[src/rtl/rlee_pkg.sv]
// Shared types and constants for the run-length encoder with escape tokens.
// No dependencies; used by the front end, the back end and the top level.
package rlee_pkg;

    // Configuration register indexes.
    localparam logic [1:0] REG_MIN_RUN    = 2'd0;
    localparam logic [1:0] REG_COUNT_BITS = 2'd1;
    localparam logic [1:0] REG_END_MARKER = 2'd2;

    // Reset values and limits of the configuration.
    localparam logic [3:0] MIN_RUN_RESET    = 4'd3;
    localparam logic [3:0] MIN_RUN_FLOOR    = 4'd2;
    localparam logic [4:0] COUNT_BITS_RESET = 5'd8;
    localparam logic [4:0] COUNT_BITS_FLOOR = 5'd1;

    // Byte value reserved for the end marker.
    localparam logic [7:0] ESC_BYTE = 8'hFF;

    // Token kinds.
    localparam logic KIND_LITERAL = 1'b0;
    localparam logic KIND_COUNT   = 1'b1;

    // Effective configuration, already clamped to its legal range.
    typedef struct packed {
        logic [3:0] min_run;
        logic [4:0] count_bits;
        logic       end_marker;
    } cfg_t;

    // Work for one input item, apart from the run length of run A.
    // Run A is a flushed run of any length, run B a single new literal,
    // and marker requests the end-of-stream marker.
    typedef struct packed {
        logic       a_valid;
        logic [7:0] a_byte;
        logic       b_valid;
        logic [7:0] b_byte;
        logic       marker;
    } cmd_t;

endpackage

[src/rtl/rlee_fifo.sv]
// Small register-based queue between the front end and the back end.
// Generic in width and depth; no package dependencies.
module rlee_fifo #(
    parameter int WIDTH = 8,
    parameter int DEPTH = 4
) (
    input  logic             clk,
    input  logic             rst_n,
    input  logic             push,
    input  logic [WIDTH-1:0] wr_data,
    input  logic             pop,
    output logic [WIDTH-1:0] rd_data,
    output logic             full,
    output logic             empty
);

    localparam int AW = $clog2(DEPTH);

    logic [WIDTH-1:0] slot_reg [DEPTH];
    logic [AW-1:0]    wr_ptr_reg, wr_ptr_next;
    logic [AW-1:0]    rd_ptr_reg, rd_ptr_next;
    logic [AW:0]      count_reg, count_next;

    assign full    = (count_reg == (AW+1)'(DEPTH));
    assign empty   = (count_reg == '0);
    assign rd_data = slot_reg[rd_ptr_reg];

    // Pointers wrap at DEPTH so that any depth works, not only powers of two.
    always_comb
    begin
        wr_ptr_next = wr_ptr_reg;
        rd_ptr_next = rd_ptr_reg;
        if (push)
            wr_ptr_next = (wr_ptr_reg == AW'(DEPTH - 1)) ? '0 : wr_ptr_reg + AW'(1);
        if (pop)
            rd_ptr_next = (rd_ptr_reg == AW'(DEPTH - 1)) ? '0 : rd_ptr_reg + AW'(1);
        count_next  = count_reg + (AW+1)'(push) - (AW+1)'(pop);
    end

    always_ff @(posedge clk or negedge rst_n)
    begin
        if (!rst_n)
        begin
            wr_ptr_reg <= '0;
            rd_ptr_reg <= '0;
            count_reg  <= '0;
        end
        else
        begin
            wr_ptr_reg <= wr_ptr_next;
            rd_ptr_reg <= rd_ptr_next;
            count_reg  <= count_next;
        end
    end

    always_ff @(posedge clk)
    begin
        if (push)
        begin
            slot_reg[wr_ptr_reg] <= wr_data;
        end
    end

endmodule

[src/rtl/rlee_front.sv]
// Front end: tracks the current run and turns each accepted byte into at most
// one queue request describing the tokens it causes. Depends on rlee_pkg.
module rlee_front #(
    parameter int RLW = 17
) (
    input  logic                 clk,
    input  logic                 rst_n,
    input  rlee_pkg::cfg_t       cfg,
    input  logic                 accept,
    input  logic [7:0]           in_byte,
    input  logic                 last_byte,
    output logic                 push,
    output rlee_pkg::cmd_t       cmd,
    output logic [RLW-1:0]       a_len
);

    logic [7:0]     held_reg, held_next;
    logic [RLW-1:0] len_reg, len_next;
    logic           act_reg, act_next;

    logic           same;
    logic [RLW-1:0] len_up;
    logic [RLW-1:0] cmax;
    logic [RLW-1:0] cap;
    logic           hit;

    always_comb
    begin
        same   = act_reg && (in_byte == held_reg);
        len_up = same ? len_reg + RLW'(1) : RLW'(1);
        cmax   = (RLW'(1) << cfg.count_bits) - RLW'(1);
        cap    = cmax + RLW'(cfg.min_run)
                 - RLW'(cfg.end_marker && (in_byte == rlee_pkg::ESC_BYTE));
        hit    = (len_up >= cap);

        cmd.a_byte = held_reg;
        cmd.b_byte = in_byte;
        cmd.marker = last_byte && cfg.end_marker;
        held_next  = in_byte;

        if (same)
        begin
            // The run grows; it ends here on reaching its cap or at the last byte.
            cmd.a_valid = hit || last_byte;
            cmd.b_valid = 1'b0;
            a_len       = len_up;
            act_next    = !(hit || last_byte);
            len_next    = (hit || last_byte) ? '0 : len_up;
        end
        else
        begin
            // A new run starts; the held one, if any, is flushed first.
            cmd.a_valid = act_reg;
            cmd.b_valid = last_byte;
            a_len       = len_reg;
            act_next    = !last_byte;
            len_next    = last_byte ? '0 : RLW'(1);
        end

        push = accept && (cmd.a_valid || cmd.b_valid || cmd.marker);
    end

    always_ff @(posedge clk or negedge rst_n)
    begin
        if (!rst_n)
        begin
            held_reg <= '0;
            len_reg  <= '0;
            act_reg  <= 1'b0;
        end
        else if (accept)
        begin
            held_reg <= held_next;
            len_reg  <= len_next;
            act_reg  <= act_next;
        end
    end

endmodule

[src/rtl/rlee_back.sv]
// Back end: expands the request at the head of the queue into tokens, one
// per cycle unless the output stalls, into the output register. Depends on rlee_pkg.
module rlee_back #(
    parameter int RLW = 17
) (
    input  logic                 clk,
    input  logic                 rst_n,
    input  rlee_pkg::cfg_t       cfg,
    input  logic                 q_empty,
    input  rlee_pkg::cmd_t       cmd,
    input  logic [RLW-1:0]       a_len,
    output logic                 pop,
    output logic                 out_valid,
    input  logic                 out_ready,
    output logic                 out_kind,
    output logic [15:0]          out_value,
    output logic                 out_last
);

    localparam logic [2:0] PH_START = 3'd0;
    localparam logic [2:0] PH_ALIT  = 3'd1;
    localparam logic [2:0] PH_ACNT  = 3'd2;
    localparam logic [2:0] PH_BLIT  = 3'd3;
    localparam logic [2:0] PH_MLIT  = 3'd4;
    localparam logic [2:0] PH_MCNT  = 3'd5;

    logic [2:0]  phase_reg, phase_next;
    logic [3:0]  k_reg, k_next;
    logic        ov_reg, ov_next;
    logic        kind_reg, kind_next;
    logic [15:0] value_reg, value_next;
    logic        last_reg, last_next;

    logic           fire;
    logic [2:0]     cur;
    logic [2:0]     nxt;
    logic           has_acnt;
    logic [3:0]     lim;
    logic           ph_end;
    logic           done;
    logic [3:0]     k_inc;
    logic [RLW-1:0] cmax_len;
    logic [RLW-1:0] cnt;

    always_comb
    begin
        fire     = !q_empty && (!ov_reg || out_ready);
        has_acnt = cmd.a_valid && (a_len >= RLW'(cfg.min_run));
        lim      = (a_len < RLW'(cfg.min_run)) ? a_len[3:0] : cfg.min_run;
        k_inc    = k_reg + 4'd1;
        cmax_len = (RLW'(1) << cfg.count_bits) - RLW'(1);
        cnt      = (a_len - RLW'(cfg.min_run)) & cmax_len;

        if (phase_reg != PH_START)
            cur = phase_reg;
        else if (cmd.a_valid)
            cur = PH_ALIT;
        else if (cmd.b_valid)
            cur = PH_BLIT;
        else
            cur = PH_MLIT;

        kind_next  = rlee_pkg::KIND_LITERAL;
        value_next = 16'(cmd.a_byte);
        ph_end     = 1'b1;
        nxt        = PH_START;
        unique case (cur)
            PH_ALIT:
            begin
                ph_end = (k_inc == lim);
                if (has_acnt)
                    nxt = PH_ACNT;
                else if (cmd.b_valid)
                    nxt = PH_BLIT;
                else if (cmd.marker)
                    nxt = PH_MLIT;
            end
            PH_ACNT:
            begin
                kind_next  = rlee_pkg::KIND_COUNT;
                value_next = 16'(cnt);
                if (cmd.b_valid)
                    nxt = PH_BLIT;
                else if (cmd.marker)
                    nxt = PH_MLIT;
            end
            PH_BLIT:
            begin
                value_next = 16'(cmd.b_byte);
                if (cmd.marker)
                    nxt = PH_MLIT;
            end
            PH_MLIT:
            begin
                value_next = 16'(rlee_pkg::ESC_BYTE);
                ph_end     = (k_inc == cfg.min_run);
                nxt        = PH_MCNT;
            end
            PH_MCNT:
            begin
                kind_next  = rlee_pkg::KIND_COUNT;
                value_next = 16'((17'(1) << cfg.count_bits) - 17'(1));
            end
            default:
            begin
                nxt = PH_START;
            end
        endcase

        done      = ph_end && (nxt == PH_START);
        last_next = done;
        pop       = fire && done;

        phase_next = phase_reg;
        k_next     = k_reg;
        if (fire)
        begin
            if (ph_end)
            begin
                phase_next = nxt;
                k_next     = '0;
            end
            else
            begin
                phase_next = cur;
                k_next     = k_inc;
            end
        end

        ov_next = fire ? 1'b1 : (out_ready ? 1'b0 : ov_reg);
    end

    always_ff @(posedge clk or negedge rst_n)
    begin
        if (!rst_n)
        begin
            phase_reg <= PH_START;
            k_reg     <= '0;
            ov_reg    <= 1'b0;
        end
        else
        begin
            phase_reg <= phase_next;
            k_reg     <= k_next;
            ov_reg    <= ov_next;
        end
    end

    always_ff @(posedge clk)
    begin
        if (fire)
        begin
            kind_reg  <= kind_next;
            value_reg <= value_next;
            last_reg  <= last_next;
        end
    end

    assign out_valid = ov_reg;
    assign out_kind  = kind_reg;
    assign out_value = value_reg;
    assign out_last  = last_reg;

endmodule

[src/rtl/run_length_encoder_escape_top.sv]
// Top level of the run-length encoder with escape count tokens.
// Holds the configuration registers; uses rlee_pkg, rlee_front, rlee_fifo, rlee_back.
//
//  channel   dir   signals                               request
//  s_*       in    s_tdata[7:0] byte, s_tlast last byte   s_tvalid && s_tready
//  m_*       out   m_tdata[15:0] value, m_tuser kind,     m_tvalid && m_tready
//                  m_tlast final token of its byte
//  cfg_*     in    cfg_addr index, cfg_wdata value        cfg_we
//
// A byte is taken every cycle while the request queue has room; the front end
// decides its tokens in the cycle it is taken.
// The back end sends one token per cycle from its output register while m_tready
// does not stall it: a flushed run of length n gives min(n, min_run_len) literal
// tokens, plus one count token once n reaches min_run_len; a last byte that starts
// a new run adds one literal, and the end marker is min_run_len literals and a count.
// Reset is asynchronous and active low; it clears the run state, the queue and
// the output valid flag, and loads the configuration defaults.
// A stalled output only fills the queue; input stalls once it is full.
module run_length_encoder_escape_top #(
    parameter int MAX_COUNT_BITS = 16,
    parameter int QUEUE_DEPTH    = 4
) (
    input  logic        clk,
    input  logic        rst_n,
    input  logic        s_tvalid,
    output logic        s_tready,
    input  logic [7:0]  s_tdata,   // [7:0] in_byte
    input  logic        s_tlast,   // last_byte
    output logic        m_tvalid,
    input  logic        m_tready,
    output logic [15:0] m_tdata,   // [15:0] token_value
    output logic        m_tuser,   // [0] token_kind
    output logic        m_tlast,   // final_token
    input  logic        cfg_we,
    input  logic [1:0]  cfg_addr,
    input  logic [4:0]  cfg_wdata
);

    // Wide enough for the longest run, 2^MAX_COUNT_BITS - 1 + 15.
    localparam int RLW = $clog2((1 << MAX_COUNT_BITS) + 15);
    localparam int QW  = $bits(rlee_pkg::cmd_t) + RLW;

    logic [3:0] min_run_reg;
    logic [4:0] count_bits_reg;
    logic       end_marker_reg;

    rlee_pkg::cfg_t cfg;

    logic                 accept;
    logic                 q_push;
    logic                 q_pop;
    logic                 q_full;
    logic                 q_empty;
    rlee_pkg::cmd_t       f_cmd;
    logic [RLW-1:0]       f_len;
    rlee_pkg::cmd_t       h_cmd;
    logic [RLW-1:0]       h_len;

    always_ff @(posedge clk or negedge rst_n)
    begin
        if (!rst_n)
        begin
            min_run_reg    <= rlee_pkg::MIN_RUN_RESET;
            count_bits_reg <= rlee_pkg::COUNT_BITS_RESET;
            end_marker_reg <= 1'b0;
        end
        else if (cfg_we)
        begin
            unique case (cfg_addr)
                rlee_pkg::REG_MIN_RUN:    min_run_reg    <= cfg_wdata[3:0];
                rlee_pkg::REG_COUNT_BITS: count_bits_reg <= cfg_wdata;
                rlee_pkg::REG_END_MARKER: end_marker_reg <= cfg_wdata[0];
                default:
                begin
                end
            endcase
        end
    end

    always_comb
    begin
        cfg.min_run = (min_run_reg < rlee_pkg::MIN_RUN_FLOOR)
                      ? rlee_pkg::MIN_RUN_FLOOR : min_run_reg;
        if (count_bits_reg < rlee_pkg::COUNT_BITS_FLOOR)
            cfg.count_bits = rlee_pkg::COUNT_BITS_FLOOR;
        else if (count_bits_reg > 5'(MAX_COUNT_BITS))
            cfg.count_bits = 5'(MAX_COUNT_BITS);
        else
            cfg.count_bits = count_bits_reg;
        cfg.end_marker = end_marker_reg;
    end

    assign s_tready = !q_full;
    assign accept   = s_tvalid && s_tready;

    rlee_front #(
        .RLW (RLW)
    ) u_front (
        .clk       (clk),
        .rst_n     (rst_n),
        .cfg       (cfg),
        .accept    (accept),
        .in_byte   (s_tdata),
        .last_byte (s_tlast),
        .push      (q_push),
        .cmd       (f_cmd),
        .a_len     (f_len)
    );

    rlee_fifo #(
        .WIDTH (QW),
        .DEPTH (QUEUE_DEPTH)
    ) u_queue (
        .clk     (clk),
        .rst_n   (rst_n),
        .push    (q_push),
        .wr_data ({f_cmd, f_len}),
        .pop     (q_pop),
        .rd_data ({h_cmd, h_len}),
        .full    (q_full),
        .empty   (q_empty)
    );

    rlee_back #(
        .RLW (RLW)
    ) u_back (
        .clk       (clk),
        .rst_n     (rst_n),
        .cfg       (cfg),
        .q_empty   (q_empty),
        .cmd       (h_cmd),
        .a_len     (h_len),
        .pop       (q_pop),
        .out_valid (m_tvalid),
        .out_ready (m_tready),
        .out_kind  (m_tuser),
        .out_value (m_tdata),
        .out_last  (m_tlast)
    );

    // A last byte with the end marker on always queues work.
    a_marker_queued: assert property (@(posedge clk) disable iff (!rst_n)
        (accept && s_tlast && end_marker_reg) |-> q_push)
        else $error("end marker request was not queued");

    // Finishing a request leaves its final token in the output register.
    a_pop_final: assert property (@(posedge clk) disable iff (!rst_n)
        q_pop |=> (m_tvalid && m_tlast))
        else $error("finished request did not end in a final token");

    // A token only appears while a request was pending.
    a_token_source: assert property (@(posedge clk) disable iff (!rst_n)
        $rose(m_tvalid) |-> $past(!q_empty))
        else $error("token produced without a queued request");

endmodule
[config.mk]
export PLATFORM = sky130hd
export DESIGN_NAME = run_length_encoder_escape_top
export DESIGN_NICKNAME = d
export VERILOG_FILES = /design/src/rtl/rlee_pkg.sv /design/src/rtl/rlee_fifo.sv /design/src/rtl/rlee_front.sv /design/src/rtl/rlee_back.sv /design/src/rtl/run_length_encoder_escape_top.sv
export SDC_FILE = /design/constraint.sdc
export NUM_CORES = 1
export LEC_CHECK = 0
export BUFFER_PORTS_ARGS = -buffer_cell sky130_fd_sc_hd__buf_2
export CORE_MARGIN = 5
export CORE_UTILIZATION = 60
export DETAILED_ROUTE_END_ITERATION = 16
export GPL_ROUTABILITY_DRIVEN = 1
export GPL_TIMING_DRIVEN = 0
export HOLD_SLACK_MARGIN = 0.05
export PLACE_DENSITY_LB_ADDON = 0.12
export SLEW_MARGIN = 20
export SYNTH_ARGS = -nofsm -noshare
export SYNTH_HDL_FRONTEND = slang
export SYNTH_HIERARCHICAL = 1
export SYNTH_SLANG_ARGS = --single-unit
[constraint.sdc]
create_clock -name clk -period 7.46 [get_ports clk]
set_input_delay 2.238 -clock clk [delete_from_list [all_inputs] [get_ports clk]]
set_output_delay 2.238 -clock clk [all_outputs]
set_load 0.1 [all_outputs]
==> out/metrics.csv, run 1 <==
stage;metric;value;unit
timing;finalSetupTns;0;ns
grt;grt_max_degree;52;
floorplan;core_area;19300;um2
floorplan;start_util;60.4;%
logic_synthesis;async_flop_share;23.9;%
setup_path;path_class;in2reg;
timing;finalHoldViolCount;0;
run;maxCapViolCount;0;
grt;first_global_vias;7373;
setup_path;max_stage_delay;0.52;ns
timing;fin_ws;0.327;ns
logic_synthesis;ys_top_cells_by_area;edfxtp_1 (42%), dfrtp_1 (10%), mux4_2 (6.9%), ha_1 (5.4%), xnor2_1 (3.5%);
drt;ant_nets;0;
pwr;intPower;3.09;mW
final_layout;diodes;0;
clock_tree;cts_buffers;23;
logic_synthesis;synth_edf_count;162;
clock_tree;cts_root_buf;clkbuf_16;
setup_path;start_kind;input pin;
floorplan;die_h;149;um
drt;drt_wl_total;25.6;mm
setup_path;reg2reg_slack;0.69;ns
logic_synthesis;synth_top_area_cell;edfxtp_1;
pwr;ir_worst_vdd;185;uV
placed_design;place.gp.congestion;0.891;
logic_synthesis;synthAdderAreaFrac;6.05;%
placed_design;place_ws;-0.807;ns
timing;final-setup-viol-count;0;
logic_synthesis;synthXorXnorAreaFrac;5.03;%
placed_design;io_buffer_count;40;
pwr;sequentialPowerShare;33.3;%
floorplan;dieWidth;149;um
logic_synthesis;synthMuxAreaShare;9.30;%
logic_synthesis;yosysSeqAreaShare;52.6;%
final_layout;syn_to_final_growth;12.8;%
logic_synthesis;ys_warn_count;6;
drt;drt_iter0_drc;487;
timing;worstMarginPinSlew;1.07;ns
clock_tree;cts_tree;yes;
placed_design;dpl.hpwl;18.3;mm
timing;fin_hold_ws;0.487;ns
logic_synthesis;syn_avg_cell_area;12.3;um2
setup_path;end_kind;register;
setup_path;crit_chain;buf_2, nand4_1, nor3_4, fa_1, inv_1, ha_1, inv_1, fa_1, nor2b_1, o2111ai_2, a21oi_2, o41ai_4, o311a_1, ha_1, and4_1, o211ai_4, a31oi_1, o21a_1, and2_4, buf_16;
pwr;p_switching;1.95;mW
min_path;min_path_type;reg2reg;
clock_tree;clkTransAtPathRegs;0.06;ns
outcome;status;finished clean;
timing;fin_crit;7.13;ns
logic_synthesis;synth-compound-area-share;9.98;%
timing;relSlewSlack;28.4;%
grt;grt_pass1_wl;40.9;mm
pwr;switching_share;38.7;%
pwr;leakagePower;5.01;nW
logic_synthesis;syn_inst;946;
logic_synthesis;synth-seq-cells;213;
setup_path;required;7.67;ns
logic_synthesis;syn-num-nets;1021;
setup_path;worst_ep_arrival_time;7.34;ns
clock_tree;htreeDepth;1;
logic_synthesis;yosysMostFrequentCell;edfxtp_1;
clock_tree;clk_latency;0.52;ns
setup_path;cp_max_fo;20;
grt;antenna_found_initial;0;
grt;grt-ovfl-total;0;
logic_synthesis;synth_top_family_by_area;simple AND/OR/NAND/NOR gates;
setup_path;crit_slowest_cell;a31oi_1;
logic_synthesis;synth_flop_cell;edfxtp_1;
logic_synthesis;synth-simple-area-share;12.7;%
pwr;power_density;383;nW/um2
floorplan;ios;41;
clock_tree;cts.sinks;213;
final_layout;drive_gt1_share;19.5;%
grt;grtUsageTotal;23.5;%
logic_synthesis;synth.top_cell.area_share;41.7;%
final_layout;largest_register_ff_count;144;
final_layout;nets;1091;
drt;viasPerCell;5.93;
pwr;p_clk_share;23.9;%
timing;min_period_over_period;95.6;%
drt;drt_first_pass_iters;5;
logic_synthesis;ys_types;83;
drt;dr_total_vias;7694;
timing;maxClockFrequency;140;MHz
logic_synthesis;syn_area;11700;um2
timing;finalMaxSlewViolations;0;
pwr;comb_power_share;42.8;%
timing;finClkSkew;0.0253;ns
floorplan;dieArea;22300;um2
clock_tree;clock_path_buffers;3;
drt;wire_per_inst;19.7;um
floorplan;rows;51;
final_layout;nFillCells;1419;
logic_synthesis;ys_top_cells_by_count;edfxtp_1 (162), nor2_1 (67), nand2_1 (65);
drt;drc;0;
[power by group through the flow]
stage	clock (mW)	combinational (mW)	sequential [mW]
finish	1.20	2.16	1.68
global route	1.28	2.35	1.70
CTS	1.23	2.15	1.68
detailed placement	0	2.13	1.70
global placement	0	2.08	1.70
floorplan	0	1.34	1.99
[logic make-up after synthesis]
family	count (synthesis)
compound gates	170
xor+xnor	67
fa+ha+maj	54
buf+inv	110
flops	213
mux	61
simple gates	271
[layout by cell type, fill, tap and decap left out, types with 6 or more instances in the layout]
master,instances
or3_1,6
xor2_1,20
buf_4,12
nand3_1,25
nand4_1,13
ha_1,50
nor2_1,67
nor2b_1,12
o21ai_1,14
xnor2_1,47
nand2_1,65
edfxtp_1,162
a21oi_1,43
nand2b_1,8
mux2_2,20
and2_1,10
o21a_1,10
a31oi_1,7
buf_2,48
dfrtp_1,48
clkbuf_16,23
o2111ai_1,6
clkbuf_1,27
mux4_2,36
nor3_1,13
a21o_1,12
inv_1,59
o21ai_0,33
[routing by layer]
metal / track usage (%) / up-vias / wire [um]
met2: 36.2 / 232 / 11900
met5: 0 / - / 0
met4: 5.81 / 0 / 534
met1: 36.4 / 3772 / 11900
li1: - / 3654 / -
met3: 2.70 / 36 / 1320
[worst max-delay path, delay by kind of cell]
family,cells,cell delay (ns)
and+or+nand+nor,5,1.25
AOI/OAI and AO/OA,7,2.06
adders and majority gates,4,1.28
buffers and inverters,4,0.47
[path summary, 6_finish.rpt]
check	end	depth (start not counted)	startpoint
min in group asynchronous	u_back/phase_reg[1]$_DFFE_PN0P_	1	rst_n
setup reg to reg	u_queue/slot_reg[2][7]$_DFFE_PP_	21	count_bits_reg[1]$_DFFE_PN0P_
max in group asynchronous	u_front/len_reg[3]$_DFFE_PN0P_	1	rst_n
hold / removal	u_back/out_valid$_DFFE_PN0P_	2	u_queue/count_reg[0]$_DFF_PN0_
hold reg to reg	u_back/out_valid$_DFFE_PN0P_	2	u_queue/count_reg[0]$_DFF_PN0_
setup / recovery	u_queue/slot_reg[2][7]$_DFFE_PP_	20	s_tdata[6]
[timing repair]
item | 4_1_cts | 5_1_grt
hold buffers | 0 | 0
pin swaps | 1 | 0
endpoints found under the setup margin | 134 | 126
endpoints found under the hold margin | 0 | 0
setup buffers | 1 | 0
resized for setup | 2 | 7
[cell type report]
cell class | instances | area [um2] | share of cell area, %
Tap cell | 265 | 332 | 2.52
Sequential cell | 213 | 6140 | 46.7
Multi-Input combinational cell | 623 | 5070 | 38.5
Clock inverter | 17 | 225 | 1.71
Clock buffer | 24 | 579 | 4.40
Buffer | 50 | 274 | 2.08
Timing Repair Buffer | 45 | 313 | 2.38
Inverter | 60 | 225 | 1.71
[through the flow]
step	area (um2)	instances	util [%]	power, mW
2_1_floorplan	11700	946	-	3.33
3_3_place_gp	12200	1251	63.1	3.79
3_5_place_dp	12300	1255	63.7	3.83
4_1_cts	13100	1297	67.9	5.06
5_1_grt	13200	1297	68.1	5.34
6_report	13200	1297	68.1	5.04
Note: power is estimated with default switching activity, not from simulation.
==> run 2: changes to the inputs <==
--- a/config.mk
+++ b/config.mk
@@ -12,7 +12,7 @@
 export GPL_ROUTABILITY_DRIVEN = 1
 export GPL_TIMING_DRIVEN = 0
 export HOLD_SLACK_MARGIN = 0.05
-export PLACE_DENSITY_LB_ADDON = 0.12
+export PLACE_DENSITY_LB_ADDON = 0.08
 export SLEW_MARGIN = 20
 export SYNTH_ARGS = -nofsm -noshare
 export SYNTH_HDL_FRONTEND = slang
==> run 2 against run 1 <==
Combinational power about the same; final cell count about the same; critical path depth increased by 3; non-clock buffer count did not move; first-iteration DRC count grew 10%; via count is 0.83% lower; critical path type unchanged; critical endpoint is now u_queue/count_reg[2]$_DFF_PN0_.
==> out/metrics.csv, run 2 (synthesis results as in run 1) <==
stage;metric;value;unit
setup_path;path_class;in2reg;
clock_tree;clkTransAtPathRegs;0.06;ns
grt;grt_max_degree;52;
clock_tree;cts_root_buf;clkbuf_16;
pwr;leakagePower;4.94;nW
pwr;switching_share;39.7;%
setup_path;worst_ep_arrival_time;7.54;ns
setup_path;cp_max_fo;9;
timing;worstMarginPinSlew;1.04;ns
final_layout;syn_to_final_growth;11.7;%
final_layout;diodes;0;
timing;fin_crit;7.12;ns
drt;ant_nets;0;
timing;relSlewSlack;30.4;%
drt;viasPerCell;5.89;
final_layout;final_common_cell;edfxtp_1;
grt;antenna_found_initial;0;
pwr;p_switching;1.94;mW
timing;final-setup-viol-count;0;
timing;fin_ws;0.342;ns
timing;finClkSkew;0.0123;ns
floorplan;dieArea;22300;um2
clock_tree;cts_buffers;22;
floorplan;ios;41;
drt;drc;0;
clock_tree;cts_tree;yes;
floorplan;core_area;19300;um2
final_layout;postLayoutCoreUtil;67.4;%
grt;first_global_vias;7482;
drt;wire_per_inst;19.9;um
floorplan;start_util;60.4;%
placed_design;dpl.hpwl;18.8;mm
drt;drt_iter0_drc;536;
timing;finalMaxSlewViolations;0;
pwr;ir_worst_vdd;221;uV
drt;drt_first_pass_iters;5;
final_layout;nets;1090;
drt;drt_wl_total;25.7;mm
pwr;sequentialPowerShare;34.5;%
setup_path;start_kind;input pin;
clock_tree;clock_path_buffers;3;
final_layout;drive_gt1_share;18.8;%
grt;grt_pass1_wl;41.0;mm
min_path;min_path_type;reg2reg;
outcome;status;finished clean;
timing;fin_hold_ws;0.480;ns
pwr;p_clk_share;21.3;%
final_layout;layout_common_cells;edfxtp_1 (162), nor2_1 (67), nand2_1 (65);
pwr;intPower;2.94;mW
placed_design;io_buffer_count;40;
timing;maxClockFrequency;140;MHz
pwr;power_density;374;nW/um2
timing;min_period_over_period;95.4;%
placed_design;place.gp.congestion;0.882;
clock_tree;cts.sinks;213;
grt;grt-ovfl-total;0;
drt;dr_total_vias;7630;
setup_path;required;7.88;ns
floorplan;rows;51;
final_layout;stdcell_area;13000;um2
grt;grtUsageTotal;23.6;%
placed_design;place_ws;-0.838;ns
pwr;comb_power_share;44.3;%
final_layout;largest_register_ff_count;144;
final_layout;nFillCells;1459;
clock_tree;clk_latency;0.50;ns
setup_path;end_kind;register;
timing;finalHoldViolCount;0;
floorplan;die_h;149;um
timing;rsz0062_at_grt;false;
placed_design;place_area;12300;um2
floorplan;dieWidth;149;um
run;maxCapViolCount;0;
clock_tree;htreeDepth;1;
-- run 2: per-stage QoR --
stage | cells | total power [mW] | TNS (ns)
2_1_floorplan | 946 | 3.33 | 0
3_3_place_gp | 1251 | 3.79 | -218.91
3_5_place_dp | 1255 | 3.85 | -96.35
4_1_cts | 1296 | 4.90 | 0
5_1_grt | 1296 | 5.16 | 0
6_report | 1296 | 4.88 | 0
-- run 2: worst max-delay path, stage by stage --
cell and delay [ns]:
buf_2 0.14, nand4_1 0.12, nor3_2 0.40, fa_1 0.25, inv_1 0.04, ha_1 0.20
inv_1 0.07, fa_1 0.20, nor2b_1 0.06, o2111ai_1 0.31, a21oi_1 0.18, o41ai_2 0.46
nand3_1 0.13, o311a_1 0.15, ha_1 0.31, and4_1 0.28, a2111oi_4 0.43, a31oi_2 0.23
o21a_1 0.36, ha_1 0.27, fa_1 0.38, xnor2_1 0.19, xnor2_1 0.13
-- run 2: area by class of cell --
type                            instances  area (um2)  share of cell area [%]
Sequential cell                       213        6140                    47.1
Multi-Input combinational cell        623        5050                    38.8
Clock buffer                           24         579                    4.44
Tap cell                              265         332                    2.54
Timing Repair Buffer                   45         320                    2.46
Buffer                                 50         274                    2.10
Inverter                               60         225                    1.73
Clock inverter                         16         109                   0.835
-- run 2: power by group through the flow --
stage               clock [mW]  combinational [mW]  sequential [mW]
global route              1.12                2.34             1.70
CTS                       1.06                2.15             1.68
finish                    1.04                2.16             1.68
floorplan                    0                1.34             1.99
global placement             0                2.09             1.70
detailed placement           0                2.14             1.71
-- run 2: final timing paths --
| kind | start | to | slack, ns | depth (start not counted) |
|---|---|---|---|---|
| worst min-delay path | u_queue/count_reg[1]$_DFF_PN0_ | u_back/out_valid$_DFFE_PN0P_ | 0.48 | 2 |
| min in group asynchronous | rst_n | u_back/phase_reg[1]$_DFFE_PN0P_ | 1.80 | 1 |
| worst max register to register | count_bits_reg[1]$_DFFE_PN0P_ | u_queue/count_reg[2]$_DFF_PN0_ | 0.75 | 23 |
| max in group asynchronous | rst_n | u_front/len_reg[16]$_DFFE_PN0P_ | 5.14 | 1 |
| worst max-delay path | s_tdata[6] | u_queue/count_reg[2]$_DFF_PN0_ | 0.34 | 23 |
| worst min register to register | u_queue/count_reg[1]$_DFF_PN0_ | u_back/out_valid$_DFFE_PN0P_ | 0.48 | 2 |
-- run 2: routing by layer --
layer | part of all wire [%] | global-route usage [%] | vias to the layer above
met2 | 46 | 36.9 | 218
met5 | 0 | 0 | -
li1 | - | - | 3649
met1 | 47 | 36.0 | 3736
met4 | 1.4 | 4.35 | 0
met3 | 5.6 | 3.33 | 27
-- run 2: what timing repair did --
action                     4_1_cts  5_1_grt
pin swaps                        1        0
hold buffers                     0        0
setup endpoints to repair      146      145
buffers inserted                 1        0
resized for setup                1        5
cloned                           0        0
==> run 3: changes to the inputs <==
--- a/config.mk
+++ b/config.mk
@@ -5,6 +5,7 @@
 export SDC_FILE = /design/constraint.sdc
 export NUM_CORES = 1
 export LEC_CHECK = 0
+export ABC_AREA = 1
 export BUFFER_PORTS_ARGS = -buffer_cell sky130_fd_sc_hd__buf_2
 export CORE_MARGIN = 5
 export CORE_UTILIZATION = 60
@@ -12,7 +13,7 @@
 export GPL_ROUTABILITY_DRIVEN = 1
 export GPL_TIMING_DRIVEN = 0
 export HOLD_SLACK_MARGIN = 0.05
-export PLACE_DENSITY_LB_ADDON = 0.08
+export PLACE_DENSITY = 0.82
 export SLEW_MARGIN = 20
 export SYNTH_ARGS = -nofsm -noshare
 export SYNTH_HDL_FRONTEND = slang
==> run 3 against run 2 <==
First-iteration DRC count grew 85%; clock-buffer cell count up 3; utilization is 0.56 points higher; critical endpoint is now u_queue/slot_reg[2][34]$_DFFE_PP_.
==> out/metrics.csv, run 3 <==
stage;metric;value;unit
floorplan;dieWidth;156;um
clock_tree;cts_root_buf;clkbuf_16;
final_layout;layout.cells.non_filler;1938;
logic_synthesis;synth_edf_count;162;
logic_synthesis;ys_warn_count;6;
drt;drt_wl_total;31.9;mm
pwr;intPower;3.02;mW
final_layout;final_common_cell;nand2_1;
final_layout;diodes;0;
floorplan;core_area;21000;um2
drt;viasPerCell;5.43;
floorplan;rows;53;
outcome;status;finished clean;
logic_synthesis;synth_flop_cell;edfxtp_1;
grt;grt-ovfl-total;0;
clock_tree;hold_buffers;0;
floorplan;dieArea;24300;um2
timing;min_period_over_period;96.1;%
pwr;switching_share;44.8;%
grt;grt_pass1_wl;50.3;mm
timing;rsz0062_at_grt;false;
logic_synthesis;yosysSeqAreaShare;48.2;%
final_layout;drive_gt1_share;10.7;%
logic_synthesis;synth-simple-area-share;25.9;%
final_layout;nets;1720;
placed_design;dpl.hpwl;23.5;mm
clock_tree;cts.sinks;213;
timing;maxClockFrequency;140;MHz
pwr;sequentialPowerShare;30.5;%
final_layout;syn_to_final_growth;11.7;%
pwr;fin_total_pwr;5.47;mW
logic_synthesis;ys_top_cells_by_count;nand2_1 (440), inv_1 (316), edfxtp_1 (162);
drt;dr_total_vias;10518;
clock_tree;htreeDepth;1;
logic_synthesis;ys_top_cells_by_area;edfxtp_1 (38%), nand2_1 (13%), dfrtp_1 (9.4%), inv_1 (9.3%), nand3_1 (5.0%);
logic_synthesis;synth-seq-cells;213;
drt;ant_nets;0;
floorplan;die_h;156;um
timing;final-setup-viol-count;0;
placed_design;place.gp.congestion;0.946;
grt;grt_max_degree;52;
placed_design;io_buffer_count;39;
logic_synthesis;async_flop_share;23.9;%
setup_path;cp_max_fo;19;
grt;grtUsageTotal;26.1;%
timing;relSlewSlack;37.9;%
drt;drt_iter0_drc;993;
grt;first_global_vias;10133;
logic_synthesis;synth_top_area_cell;edfxtp_1;
floorplan;start_util;60.8;%
clock_tree;cts_buffers;24;
clock_tree;cts_tree;yes;
timing;finClkSkew;0.0178;ns
clock_tree;post-cts-setup-buffers;0;
final_layout;largest_register_ff_count;144;
logic_synthesis;synth.top_cell.area_share;38.2;%
min_path;min_path_type;reg2reg;
run;maxCapViolCount;0;
pwr;ir_worst_vdd;197;uV
logic_synthesis;yosysMostFrequentCell;nand2_1;
final_layout;stdcell_area;14200;um2
setup_path;worst_ep_arrival_time;7.38;ns
logic_synthesis;syn_area;12800;um2
clock_tree;clock_path_buffers;3;
setup_path;start_kind;input pin;
logic_synthesis;syn_inst;1576;
clock_tree;clk_latency;0.52;ns
grt;antenna_found_initial;0;
drt;wire_per_inst;16.4;um
logic_synthesis;synthAdderAreaFrac;5.53;%
placed_design;dp.cells;1894;
setup_path;end_kind;register;
timing;finalMaxSlewViolations;0;
timing;finalHoldViolCount;0;
setup_path;path_class;in2reg;
timing;finalSetupTns;0;ns
logic_synthesis;syn-num-nets;1651;
logic_synthesis;synth_top_family_by_area;simple AND/OR/NAND/NOR gates;
pwr;p_switching;2.45;mW
pwr;power_density;384;nW/um2
final_layout;postLayoutCoreUtil;68.0;%
pwr;p_clk_share;22.5;%
logic_synthesis;syn_avg_cell_area;8.09;um2
placed_design;place_area;13400;um2
pwr;leakagePower;6.89;nW
final_layout;layout_common_cells;nand2_1 (440), inv_1 (312), edfxtp_1 (162);
setup_path;required;7.67;ns
timing;worstMarginPinSlew;0.931;ns
logic_synthesis;synthMuxAreaShare;0;%
logic_synthesis;ys_types;50;
logic_synthesis;synth-compound-area-share;6.15;%
pwr;comb_power_share;47.0;%
logic_synthesis;synthXorXnorAreaFrac;1.92;%
floorplan;ios;41;
drt;drt_first_pass_iters;6;
clock_tree;clkTransAtPathRegs;0.06;ns
drt;drc;0;
timing;fin_crit;7.17;ns
run 3: changes by cell type in the layout (fill, tap and decap cells not counted), sizes merged, moves of 12 or more:
cell	previous run	this run
nand2	65	448
inv	60	334
nand3	29	131
nor2	67	105
xnor2	47	10
mux4	36	0
o21ai	47	80
mux2	20	0
clkbuf	52	36
and2	15	1
nand4	15	28
nor2b	12	0
run 3: metal layers:
| metal | wire length [um] | part of all wire, % | GRT usage [%] |
|---|---|---|---|
| met5 | 0 | 0 | 0 |
| met3 | 2400 | 7.5 | 3.61 |
| met2 | 15200 | 48 | 44.1 |
| met1 | 12800 | 40 | 33.5 |
| met4 | 1490 | 4.7 | 11.9 |
run 3: kinds of logic after synthesis:
group,after synthesis
compound gates,145
xor+xnor,28
fa+ha+maj,54
buf+inv,378
flops,213
simple gates,758
run 3: metrics by stage:
stage	setup WS, ns	hold slack, ns
6_report	0.292	0.484
4_1_cts	0.111	0.488
2_1_floorplan	0.941	0.441
3_5_place_dp	-0.394	0.479
3_3_place_gp	-0.978	0.456
5_1_grt	0.0277	0.496
run 3: power by group through the flow:
stage / clock, mW / sequential [mW] / combinational [mW]
floorplan: 0 / 2.01 / 1.54
global placement: 0 / 1.69 / 2.43
detailed placement: 0 / 1.69 / 2.52
CTS: 1.24 / 1.67 / 2.54
global route: 1.29 / 1.69 / 2.81
finish: 1.23 / 1.67 / 2.57
run 3: final timing paths:
check	from	end	slack, ns	depth (start not counted)
worst max-delay path	s_tdata[1]	u_queue/slot_reg[2][34]$_DFFE_PP_	0.29	28
worst min-delay path	min_run_reg[0]$_DFFE_PN1P_	min_run_reg[0]$_DFFE_PN1P_	0.48	2
worst max register to register	count_bits_reg[1]$_DFFE_PN0P_	u_queue/slot_reg[2][34]$_DFFE_PP_	1.02	31
worst min register to register	min_run_reg[0]$_DFFE_PN1P_	min_run_reg[0]$_DFFE_PN1P_	0.48	2
max in group asynchronous	rst_n	u_front/len_reg[1]$_DFFE_PN0P_	5.19	1
min in group asynchronous	rst_n	min_run_reg[3]$_DFFE_PN0P_	1.80	1
run 3: what timing repair did:
action | CTS | global route
hold endpoints to repair | 0 | 0
gates resized for setup | 0 | 1
setup endpoints to repair | 0 | 121
run 3: area by class of cell:
class                      instances  area, um2
fill                            1607       6710
sequential                       213       6140
multi-input combinational        985       5040
inverter                         334       1260
clock buffer                      27        653
tap                              275        344
buffer                            44        312
timing repair buffer              43        293
clock inverter                    17        199
run 3: worst max-delay path: stages:
cell,delay [ns]
buf_2,0.19
nand3_1,0.11
nor4_1,0.75
fa_1,0.30
inv_1,0.05
ha_1,0.19
inv_1,0.07
fa_1,0.20
o21ai_1,0.17
a21boi_0,0.33
inv_1,0.11
nand4_1,0.08
nand2_1,0.07
xnor2_1,0.12
ha_1,0.28
nand2_1,0.07
nor2_1,0.14
nand2_1,0.09
inv_1,0.06
nand2_1,0.05
nand3_1,0.06
nand2_1,0.07
nand3_1,0.14
nand2_1,0.14
a21oi_2,0.49
nand2_1,0.14
inv_2,0.42
buf_16,0.23
